### config.mk
export PLATFORM = sky130hd
export DESIGN_NAME = min_max_contrast_stretch_flat
export DESIGN_NICKNAME = d
export VERILOG_FILES = /design/src/hdl/mmcs_pkg.sv /design/src/hdl/mmcs_stream_if.sv /design/src/hdl/mmcs_front.sv /design/src/hdl/mmcs_queue.sv /design/src/hdl/mmcs_back.sv /design/src/hdl/min_max_contrast_stretch.sv /design/src/flat_wrapper.sv
export SDC_FILE = /design/constraint.sdc
export NUM_CORES = 1
export LEC_CHECK = 0
export BUFFER_PORTS_ARGS = -buffer_cell sky130_fd_sc_hd__buf_2
export CAP_MARGIN = 20
export CORE_ASPECT_RATIO = 1.25
export CORE_MARGIN = 4
export CORE_UTILIZATION = 55
export CTS_CLUSTER_DIAMETER = 150
export DETAILED_ROUTE_END_ITERATION = 8
export GPL_TIMING_DRIVEN = 0
export HOLD_SLACK_MARGIN = 0.02
export PLACE_DENSITY = 0.71
export SLEW_MARGIN = 10
export SYNTH_ARGS = -nofsm -noshare
export SYNTH_HDL_FRONTEND = slang
export SYNTH_SLANG_ARGS = --single-unit
### constraint.sdc
create_clock -name clk -period 8 [get_ports clk]
set_clock_uncertainty 0.15 [all_clocks]
set_input_delay 0.4 -clock clk [delete_from_list [all_inputs] [get_ports clk]]
set_output_delay 0.4 -clock clk [all_outputs]
set_load 0.01 [all_outputs]
### src/hdl/mmcs_pkg.sv
// Shared types and constants for the min-max contrast stretch block.
package mmcs_pkg;

	localparam int PIXEL_BITS = 16;
	localparam int INPUT_BITS = 16;
	localparam int LEVEL_BITS = 8;
	localparam int QUEUE_DEPTH = 4;
	localparam int QUEUE_IDX_BITS = $clog2(QUEUE_DEPTH);
	localparam int STEP_BITS = $clog2(LEVEL_BITS);

	typedef logic [PIXEL_BITS-1:0] pix_t;
	typedef logic [LEVEL_BITS-1:0] level_t;

	localparam pix_t FULL_SCALE = {PIXEL_BITS{1'b1}};
	localparam level_t LEVEL_MAX = {LEVEL_BITS{1'b1}};
	localparam level_t LEVEL_ZERO = '0;

	// Command codes on the input channel
	localparam logic CMD_MEASURE = 1'b0;
	localparam logic CMD_APPLY = 1'b1;

	// How the back end resolves an apply pixel
	typedef enum logic [1:0] {
		KIND_ZERO,
		KIND_FULL,
		KIND_DIV
	} kind_t;

	// Work handed from front to back
	typedef struct packed {
		kind_t kind;
		pix_t  num;
		pix_t  span;
	} work_t;

	typedef enum logic [1:0] {
		BK_IDLE,
		BK_DIV,
		BK_DONE
	} back_state_t;

endpackage

### src/hdl/mmcs_stream_if.sv
// Valid/ready channel interfaces for pixel input and level output.
interface mmcs_in_if;
	logic                                     valid;
	logic                                     ready;
	logic                                     cmd;
	logic                                     frame_start;
	logic [mmcs_pkg::INPUT_BITS-1:0]          pixel;

	modport source (output valid, output cmd, output frame_start, output pixel, input ready);
	modport sink (input valid, input cmd, input frame_start, input pixel, output ready);
endinterface

interface mmcs_out_if;
	logic                   valid;
	logic                   ready;
	mmcs_pkg::level_t       level;

	modport source (output valid, output level, input ready);
	modport sink (input valid, input level, output ready);
endinterface

### src/hdl/mmcs_front.sv
// Front end: accepts pixels, tracks extremes, classifies apply pixels.
module mmcs_front (
	input  logic             clk,
	input  logic             arst_n,
	mmcs_in_if.sink          pixels,
	output logic             push_valid,
	input  logic             push_ready,
	output mmcs_pkg::work_t  push_data
);

	mmcs_pkg::pix_t low_q;
	mmcs_pkg::pix_t high_q;
	mmcs_pkg::pix_t pix;
	mmcs_pkg::pix_t low_base;
	mmcs_pkg::pix_t high_base;
	logic           take;

	// Drop pixel bits above the configured depth
	assign pix = pixels.pixel[mmcs_pkg::PIXEL_BITS-1:0];

	assign pixels.ready = push_ready;
	assign take = pixels.valid & pixels.ready;

	// Restart extremes on a frame start
	assign low_base = pixels.frame_start ? mmcs_pkg::FULL_SCALE : low_q;
	assign high_base = pixels.frame_start ? '0 : high_q;

	always_ff @(posedge clk or negedge arst_n) begin
		if (!arst_n) begin
			low_q <= mmcs_pkg::FULL_SCALE;
			high_q <= '0;
		end else if (take && pixels.cmd == mmcs_pkg::CMD_MEASURE) begin
			low_q <= (pix < low_base) ? pix : low_base;
			high_q <= (pix > high_base) ? pix : high_base;
		end
	end

	// Classify apply pixels against the current extremes
	always_comb begin
		push_data.num = pix - low_q;
		push_data.span = high_q - low_q;
		if (high_q <= low_q || pix < low_q) begin
			push_data.kind = mmcs_pkg::KIND_ZERO;
		end else if (pix >= high_q) begin
			push_data.kind = mmcs_pkg::KIND_FULL;
		end else begin
			push_data.kind = mmcs_pkg::KIND_DIV;
		end
	end

	assign push_valid = pixels.valid & (pixels.cmd == mmcs_pkg::CMD_APPLY);

endmodule

### src/hdl/mmcs_queue.sv
// Small FIFO that decouples the front end from the divider back end.
module mmcs_queue (
	input  logic             clk,
	input  logic             arst_n,
	input  logic             push_valid,
	output logic             push_ready,
	input  mmcs_pkg::work_t  push_data,
	output logic             pop_valid,
	input  logic             pop_ready,
	output mmcs_pkg::work_t  pop_data
);

	mmcs_pkg::work_t                        slots [mmcs_pkg::QUEUE_DEPTH];
	logic [mmcs_pkg::QUEUE_IDX_BITS-1:0]    wr_ptr_q;
	logic [mmcs_pkg::QUEUE_IDX_BITS-1:0]    rd_ptr_q;
	logic [mmcs_pkg::QUEUE_IDX_BITS:0]      count_q;
	logic                                   do_push;
	logic                                   do_pop;

	assign push_ready = (count_q != (mmcs_pkg::QUEUE_IDX_BITS + 1)'(mmcs_pkg::QUEUE_DEPTH));
	assign pop_valid = (count_q != '0);
	assign pop_data = slots[rd_ptr_q];
	assign do_push = push_valid & push_ready;
	assign do_pop = pop_valid & pop_ready;

	// Store entries
	always_ff @(posedge clk) begin
		if (do_push) begin
			slots[wr_ptr_q] <= push_data;
		end
	end

	// Advance pointers and occupancy
	always_ff @(posedge clk or negedge arst_n) begin
		if (!arst_n) begin
			wr_ptr_q <= '0;
			rd_ptr_q <= '0;
			count_q <= '0;
		end else begin
			if (do_push) begin
				wr_ptr_q <= wr_ptr_q + 1'b1;
			end
			if (do_pop) begin
				rd_ptr_q <= rd_ptr_q + 1'b1;
			end
			if (do_push && !do_pop) begin
				count_q <= count_q + 1'b1;
			end else if (do_pop && !do_push) begin
				count_q <= count_q - 1'b1;
			end
		end
	end

endmodule

### src/hdl/mmcs_back.sv
// Back end: bit-serial divider for (num * 255) / span and output register.
module mmcs_back (
	input  logic             clk,
	input  logic             arst_n,
	input  logic             pop_valid,
	output logic             pop_ready,
	input  mmcs_pkg::work_t  pop_data,
	mmcs_out_if.source       levels
);

	localparam int PB = mmcs_pkg::PIXEL_BITS;
	localparam int LB = mmcs_pkg::LEVEL_BITS;

	mmcs_pkg::back_state_t          state_q;
	mmcs_pkg::back_state_t          state_d;
	logic [mmcs_pkg::STEP_BITS-1:0] step_q;
	mmcs_pkg::pix_t                 rem_q;
	mmcs_pkg::pix_t                 span_q;
	logic [LB-1:0]                  dlow_q;
	mmcs_pkg::level_t               quot_q;
	mmcs_pkg::level_t               level_q;
	logic                           out_valid_q;
	logic [PB+LB-1:0]               prod;
	logic [PB:0]                    trial;
	logic                           fits;
	logic                           load;
	logic                           last_step;
	logic                           emit;

	// Scale by 255 as (num << 8) - num
	assign prod = {pop_data.num, {LB{1'b0}}} - {{LB{1'b0}}, pop_data.num};

	// One restoring division step
	assign trial = {rem_q, dlow_q[LB-1]};
	assign fits = (trial >= {1'b0, span_q});
	assign last_step = (step_q == mmcs_pkg::STEP_BITS'(LB - 1));

	// Next state
	always_comb begin
		state_d = state_q;
		unique case (state_q)
			mmcs_pkg::BK_IDLE: begin
				if (pop_valid) begin
					state_d = (pop_data.kind == mmcs_pkg::KIND_DIV) ?
						mmcs_pkg::BK_DIV : mmcs_pkg::BK_DONE;
				end
			end
			mmcs_pkg::BK_DIV: begin
				if (last_step) begin
					state_d = mmcs_pkg::BK_DONE;
				end
			end
			mmcs_pkg::BK_DONE: begin
				if (!out_valid_q || levels.ready) begin
					state_d = mmcs_pkg::BK_IDLE;
				end
			end
			default: state_d = mmcs_pkg::BK_IDLE;
		endcase
	end

	// State outputs
	always_comb begin
		pop_ready = 1'b0;
		emit = 1'b0;
		unique case (state_q)
			mmcs_pkg::BK_IDLE: pop_ready = 1'b1;
			mmcs_pkg::BK_DIV: ;
			mmcs_pkg::BK_DONE: emit = !out_valid_q || levels.ready;
			default: ;
		endcase
	end

	assign load = pop_valid & pop_ready;

	always_ff @(posedge clk or negedge arst_n) begin
		if (!arst_n) begin
			state_q <= mmcs_pkg::BK_IDLE;
			step_q <= '0;
			out_valid_q <= 1'b0;
		end else begin
			state_q <= state_d;
			if (load) begin
				step_q <= '0;
			end else if (state_q == mmcs_pkg::BK_DIV) begin
				step_q <= step_q + 1'b1;
			end
			// Hold the result until the sink takes the transaction
			if (emit) begin
				out_valid_q <= 1'b1;
			end else if (levels.ready) begin
				out_valid_q <= 1'b0;
			end
		end
	end

	// Divider datapath and result payload
	always_ff @(posedge clk) begin
		if (load) begin
			rem_q <= prod[PB+LB-1:LB];
			dlow_q <= prod[LB-1:0];
			span_q <= pop_data.span;
			unique case (pop_data.kind)
				mmcs_pkg::KIND_FULL: quot_q <= mmcs_pkg::LEVEL_MAX;
				default: quot_q <= mmcs_pkg::LEVEL_ZERO;
			endcase
		end else if (state_q == mmcs_pkg::BK_DIV) begin
			rem_q <= fits ? PB'(trial - {1'b0, span_q}) : trial[PB-1:0];
			dlow_q <= {dlow_q[LB-2:0], 1'b0};
			quot_q <= {quot_q[LB-2:0], fits};
		end
		if (emit) begin
			level_q <= quot_q;
		end
	end

	assign levels.valid = out_valid_q;
	assign levels.level = level_q;

endmodule

### src/hdl/min_max_contrast_stretch.sv
// Top level: min-max contrast stretch of a pixel stream to 8-bit levels.
// Measure pixels are taken one per cycle while the queue has room and update the extremes at once.
// Apply pixels queue up (4 entries); the back end loads an entry in its idle state, runs the
// bit-serial divider (skipped for pixels that resolve to 0 or 255), then registers the level,
// waiting while the output is stalled. It takes the next entry only once that level is registered.
// Reset clears the extremes to full scale and zero and empties queue and output register.
module min_max_contrast_stretch (
	input  logic        clk,
	input  logic        arst_n,
	mmcs_in_if.sink     pixels,
	mmcs_out_if.source  levels
);

	logic             push_valid;
	logic             push_ready;
	mmcs_pkg::work_t  push_data;
	logic             pop_valid;
	logic             pop_ready;
	mmcs_pkg::work_t  pop_data;

	mmcs_front u_front (
		.clk        (clk),
		.arst_n     (arst_n),
		.pixels     (pixels),
		.push_valid (push_valid),
		.push_ready (push_ready),
		.push_data  (push_data)
	);

	mmcs_queue u_queue (
		.clk        (clk),
		.arst_n     (arst_n),
		.push_valid (push_valid),
		.push_ready (push_ready),
		.push_data  (push_data),
		.pop_valid  (pop_valid),
		.pop_ready  (pop_ready),
		.pop_data   (pop_data)
	);

	mmcs_back u_back (
		.clk       (clk),
		.arst_n    (arst_n),
		.pop_valid (pop_valid),
		.pop_ready (pop_ready),
		.pop_data  (pop_data),
		.levels    (levels)
	);

endmodule
### src/flat_wrapper.sv
// flat-port wrapper written by rule: the top's interface ports become plain ports
module min_max_contrast_stretch_flat 
  (clk, arst_n, pixels_valid, pixels_cmd, pixels_frame_start, pixels_pixel, pixels_ready, levels_valid, levels_level, levels_ready);
  mmcs_in_if pixels_i ();
  mmcs_out_if levels_i ();
  input  logic clk;
  input  logic arst_n;
  input wire logic [$bits(pixels_i.valid)-1:0] pixels_valid;
  input wire logic [$bits(pixels_i.cmd)-1:0] pixels_cmd;
  input wire logic [$bits(pixels_i.frame_start)-1:0] pixels_frame_start;
  input wire logic [$bits(pixels_i.pixel)-1:0] pixels_pixel;
  output wire logic [$bits(pixels_i.ready)-1:0] pixels_ready;
  output wire logic [$bits(levels_i.valid)-1:0] levels_valid;
  output wire logic [$bits(levels_i.level)-1:0] levels_level;
  input wire logic [$bits(levels_i.ready)-1:0] levels_ready;
  assign pixels_i.valid = pixels_valid;
  assign pixels_i.cmd = pixels_cmd;
  assign pixels_i.frame_start = pixels_frame_start;
  assign pixels_i.pixel = pixels_pixel;
  assign pixels_ready = pixels_i.ready;
  assign levels_valid = levels_i.valid;
  assign levels_level = levels_i.level;
  assign levels_i.ready = levels_ready;
  min_max_contrast_stretch u_core (.clk(clk), .arst_n(arst_n), .pixels(pixels_i), .levels(levels_i));
endmodule
After elaboration in Yosys (flattened, before gate mapping)
Memory sizes are Yosys's and may differ from the RTL's. Index checks and enable logic that the tools add are counted.

$add $sub $neg: 9. Order comparisons: 6. Equality and inequality tests: 9. Multiplexer cells: 29. Bitwise logic cells: 5. Reduce and logical (&&, ||, !) cells: 14.

Operators by type and width (count): two-way mux 16 bit (7); subtractor 16 bit (3); two-way mux 8 bit (5); < comparator 16 bit (2); subtractor 24 x 16 -> 24 bit (1); >= comparator 17 x 16 -> 1 bit (1); >= comparator 16 bit (1); greater-than comparator 16 bit (1); less-or-equal comparator 16 bit (1); two-way mux 2 bit (6); two-way mux 3 bit (4); adder 3 x 1 -> 3 bit (second input constant) (2); two-way mux 1 bit (6); case mux 2 bit (3 select lines) (1); nonzero test 2 bit (3); adder 2 x 1 -> 2 bit (second input constant) (2); bitwise AND 1 bit (4); equality test 2 x 1 -> 1 bit (second input constant) (2); equality test 2 bit (second input constant) (2); inequality test 2 bit (second input constant) (2); equality test 3 bit (second input constant) (1); logical AND 1 bit (3); logical NOT 1 bit (3); inequality test 3 bit (second input constant) (1); 7 further kinds (8).

Register bits after elaboration: 101. RAM bits: 136. Input bits: 22. Output and inout bits: 10. Word-level logic and storage cells: 86. Memories kept: 1.

Memories: u_core.u_queue.slots (depth 4, bits a word 34, read ports 1, clocked after Yosys merged registers in 0, write ports 1, line mmcs_queue.sv:13) `mmcs_pkg::work_t slots [mmcs_pkg::QUEUE_DEPTH];`.

Longest topological paths before layout
Word-level depth: 6. Gate-level depth with buffers: 15. Gate-level depth less buffers: 12.

Hierarchy
From an unflattened synthesis, not the netlist that was laid out.

Cells, all modules: 1131. Area total of the unflattened synthesis: 13615.6 um2.

By module, submodules not included: mmcs_queue (times used 1, cells each 213, area an instance 5370.2 um2, sequential area each 4259.1 um2); mmcs_front (times used 1, cells each 519, area an instance 4229.1 um2, sequential area each 820.8 um2); mmcs_back (times used 1, cells each 399, area an instance 4016.4 um2, sequential area each 1831.8 um2).

Worst setup path before layout
No wires, ideal clock.

Path kind: reg2reg. Start point: register u_core.u_queue.rd_ptr_q[0] in the netlist's numbering. End point: register u_core.u_back.rem_q[13] (data pin). Library setup time: 0.255 ns. Arrival time: 2.972 ns. Data required time: 7.595 ns. Setup slack: 4.623 ns. Cell stages (with the launch flop): 13. Buffers on the path: 2. Period minus slack after synthesis: 3.377 ns. Cells stage by stage: dfrtp_1 -> buf_6 -> buf_2 -> mux4_2 -> inv_1 -> ha_1 -> nor3b_2 -> nand4b_2 -> a311oi_4 -> nand2_2 -> a2111oi_2 -> o21ai_1 -> and3_1.

Longest elaborated chain between the ends: 3.

RTL lines: start, declared (line mmcs_queue.sv:15) `logic [mmcs_pkg::QUEUE_IDX_BITS-1:0] rd_ptr_q;`; start signal, assigned (line mmcs_queue.sv:44) `rd_ptr_q <= rd_ptr_q + 1'b1;`; memory (4 x 34 bit); subtractor 24 x 16 -> 24 bit (line mmcs_back.sv:31) `assign prod = {pop_data.num, {LB{1'b0}}} - {{LB{1'b0}}, pop_data.num};`; two-way mux 16 bit (line mmcs_back.sv:99) `if (load) begin`; end signal, assigned (line mmcs_back.sv:100) `rem_q <= prod[PB+LB-1:LB];`; end signal, assigned (line mmcs_back.sv:108) `rem_q <= fits ? PB'(trial - {1'b0, span_q}) : trial[PB-1:0];`; end, declared (line mmcs_back.sv:17) `mmcs_pkg::pix_t rem_q;`.

No other way between the ends. A chain may end at the register's enable or synchronous reset.

Worst setup path after layout
Start point: register u_core.u_queue.rd_ptr_q[1] in the netlist's numbering. End point: register u_core.u_back.rem_q[11] (data pin).

The elaborated chain is that of the path after synthesis.

==> out/qor.yml <==
status: "completed"
ys_seq_elements: 237
arrival_ns: 4.22
gp_congestion: 0.954
cts_tree: "yes"
dieHeight_microns: 181
hold_viol: 0
num_antenna_cells: 0
reg2regPathDepth: 13
grt_max_degree: 46
synth-edff-count: 192
avgSynthCellArea_sq_um: 12.4
path_cells: "buf_2 > buf_2 > clkbuf_1 > mux4_2 > inv_1 > ha_1 > a21oi_1 > nand2b_1 > o31ai_1 > a2111oi_0 > xnor2_1 > nand2_1 > o21ai_0"
std_cell_rows: 63
cts_resized: 0
r2r_slack_ns: 3.87
critPathMostFrequentCell: "buf_2"
ys_async_sr_fraction: 0.190
cts-htree-levels: 1
wl_met3_microns: 1030
dpl.hpwl_microns: 21500
route.met2.wl_microns: 15100
area.growth.synth_to_final_pct: 11.7
start_util: 0.557
fin_crit_sh: 0.516
post-route-min-period_ns: 4.13
r2r-start: "u_core.u_queue.rd_ptr_q[1]"
end_kind: "register"
critPathSlowestCell: "clkbuf_1"
maxUsedRoutingLayer: "met4"
drtPass1Iterations: 5
cts_max_path_buffers: 3
dieArea_sq_um: 26500
core-area_sq_um: 23600
cts.clk_slew.worst_paths_ns: 0.07
drt_iter0_markers: 480
rsz0062_at_grt: "no"
cts_setup_buffers: 0
netlist.area_leader.share: 0.438
critical-path-top-delay-family: "buffers and inverters"
cp.required_ns: 8.09
min_from: "pixels_pixel[3]"
routed_wl_microns: 28200
vias_per_cell: 5.92
hp-class: "input port to register"
grt_pass1_wl_microns: 45900
maxCapViolCount: 0
wl_per_cell_microns: 19.6
netlist_area_sq_um: 13200
num_vias: 8516
r2r_end: "u_core.u_back.rem_q[11]"
whs_endpoint: "u_core.u_front.high_q[3]"
yosys-top-cells-area: "edfxtp_1, ha_1, dfrtp_1"
cts_made_buffers: 23
synth_most_common_cell: "edfxtp_1"
root_buffer: "clkbuf_16"
synth_top_cell_by_area: "edfxtp_1"
slew_viol_final: 0
numPortBuffers: 30
cts_sinks: 237
io_pins: 32
critPathLaunchType: "register"
crit_fanout: 10
max_slew_margin: 0.394
place_area_sq_um: 13800
synth_nets: 1201
min_path_cells: 2
crit_buf_inv: 4
tightest_slew_ns: 0.909
wl_met1_microns: 10900
grt_pass1_vias: 8597
drive_gt1_frac: 0.141
yosysSeqAreaShare: 0.525
ant_nets: 0
drc_errors: 0
die_w_microns: 146
finalSetupViolCount: 0
synth_top_flop_cell: "edfxtp_1"
fin_area_sq_um: 14700
clkLatencyLatePin_ns: 0.51
antenna_found_initial: 0
clock.fmax_mhz: 242
synthCells: 1064
grt.total_usage: 0.219
slowest_delay_ns: 0.49
synth.distinct_cells: 66
synthTopCellsByCount: "edfxtp_1, ha_1, inv_1, nand2_1, a21oi_1"
postCtsHoldBufs: 5
final_nets: 1267
fin_setup_tns_ns: 0
critical_path_class: "register to register"
overflow: 0
ys_warn_count: 0
[layout make-up]
type,count,area [sq um]
Clock inverter,14,208
Fill cell,1857,8920
Tap cell,292,365
Clock buffer,27,611
Multi-Input combinational cell,714,5830
Sequential cell,237,6910
Buffer,27,118
Timing Repair Buffer,41,358
Inverter,86,323
[layer usage]
layer | up-vias | global-route usage
met1 | 4161 | 0.256
met3 | 63 | 0.0238
met4 | 0 | 0.0847
met5 | - | 0
met2 | 183 | 0.409
li1 | 4109 | -
[how the worst max path moves through the flow]
stage,from,endpoint,slack [ns],depth (start not counted)
global placement,pixels_frame_start,u_core.u_front.high_q[12],3.67,15
CTS,u_core.u_queue.rd_ptr_q[1],u_core.u_back.rem_q[11],3.81,13
floorplan,u_core.u_queue.rd_ptr_q[0],u_core.u_back.rem_q[13],4.62,12
global route,u_core.u_queue.rd_ptr_q[1],u_core.u_back.rem_q[11],3.52,13
detailed placement,pixels_frame_start,u_core.u_front.high_q[5],3.63,15
finish,u_core.u_queue.rd_ptr_q[1],u_core.u_back.rem_q[11],3.87,13
[registers in the layout, indices dropped and copies added (netlist names), 2 cells and up]
| register | flops |
|---|---|
| u_core.u_back.step_q | 3 |
| u_core.u_back.levels.level | 8 |
| u_core.u_back.dlow_q | 8 |
| u_core.u_queue.wr_ptr_q | 2 |
| u_core.u_queue.rd_ptr_q | 2 |
| u_core.u_queue.slots | 136 |
| u_core.u_front.low_q | 16 |
| u_core.u_back.state_q | 2 |
| u_core.u_back.quot_q | 8 |
| u_core.u_front.high_q | 16 |
| u_core.u_back.rem_q | 16 |
| u_core.u_back.span_q | 16 |
| u_core.u_queue.count_q | 3 |
[placed cells by master, fill, tap and decap left out, types with 15 or more instances in the layout]
cell type / n
a21o_1: 38
a21oi_1: 62
a22o_1: 18
buf_2: 36
clkbuf_1: 16
clkbuf_16: 23
dfrtp_1: 29
dfstp_2: 16
edfxtp_1: 192
ha_1: 111
inv_1: 85
mux2_2: 15
mux2i_1: 16
mux4_2: 31
nand2_1: 66
nand3_1: 15
nor2_1: 58
nor3_1: 22
o21ai_0: 50
xnor2_1: 47
[cell families after synthesis]
| kind of cell | after synthesis | share of synthesized area |
|---|---|---|
| adder cells (fa/ha/maj) | 115 | 0.111 |
| flip-flops | 237 | 0.525 |
| AND/OR/NAND/NOR | 236 | 0.0885 |
| XOR/XNOR | 61 | 0.0405 |
| AO/OA/AOI/OAI | 238 | 0.120 |
| multiplexers | 64 | 0.0819 |
| buffers and inverters | 113 | 0.0333 |
[worst register-to-register path: stages, from the launching register on]
cell,delay (ns)
dfrtp_1,0.39
buf_2,0.29
buf_2,0.31
clkbuf_1,0.50
mux4_2,0.40
inv_1,0.14
ha_1,0.29
a21oi_1,0.23
nand2b_1,0.18
o31ai_1,0.10
a2111oi_0,0.48
xnor2_1,0.14
nand2_1,0.16
o21ai_0,0.11
[metrics by stage]
| stage | worst slack [ns] | cells | utilization | hold WS, ns |
|---|---|---|---|---|
| floorplan | 4.62 | 1064 | - | -0.0456 |
| global placement | 3.67 | 1386 | 0.579 | 0.253 |
| detailed placement | 3.63 | 1391 | 0.585 | 0.257 |
| CTS | 3.81 | 1437 | 0.622 | 0.0543 |
| global route | 3.52 | 1438 | 0.623 | 0.0693 |
| finish | 3.87 | 1438 | 0.623 | 0.0698 |
Power is left out: the tool's default activity adds up to more than one toggle a clock period on the data nets, which glitch-free logic cannot reach.
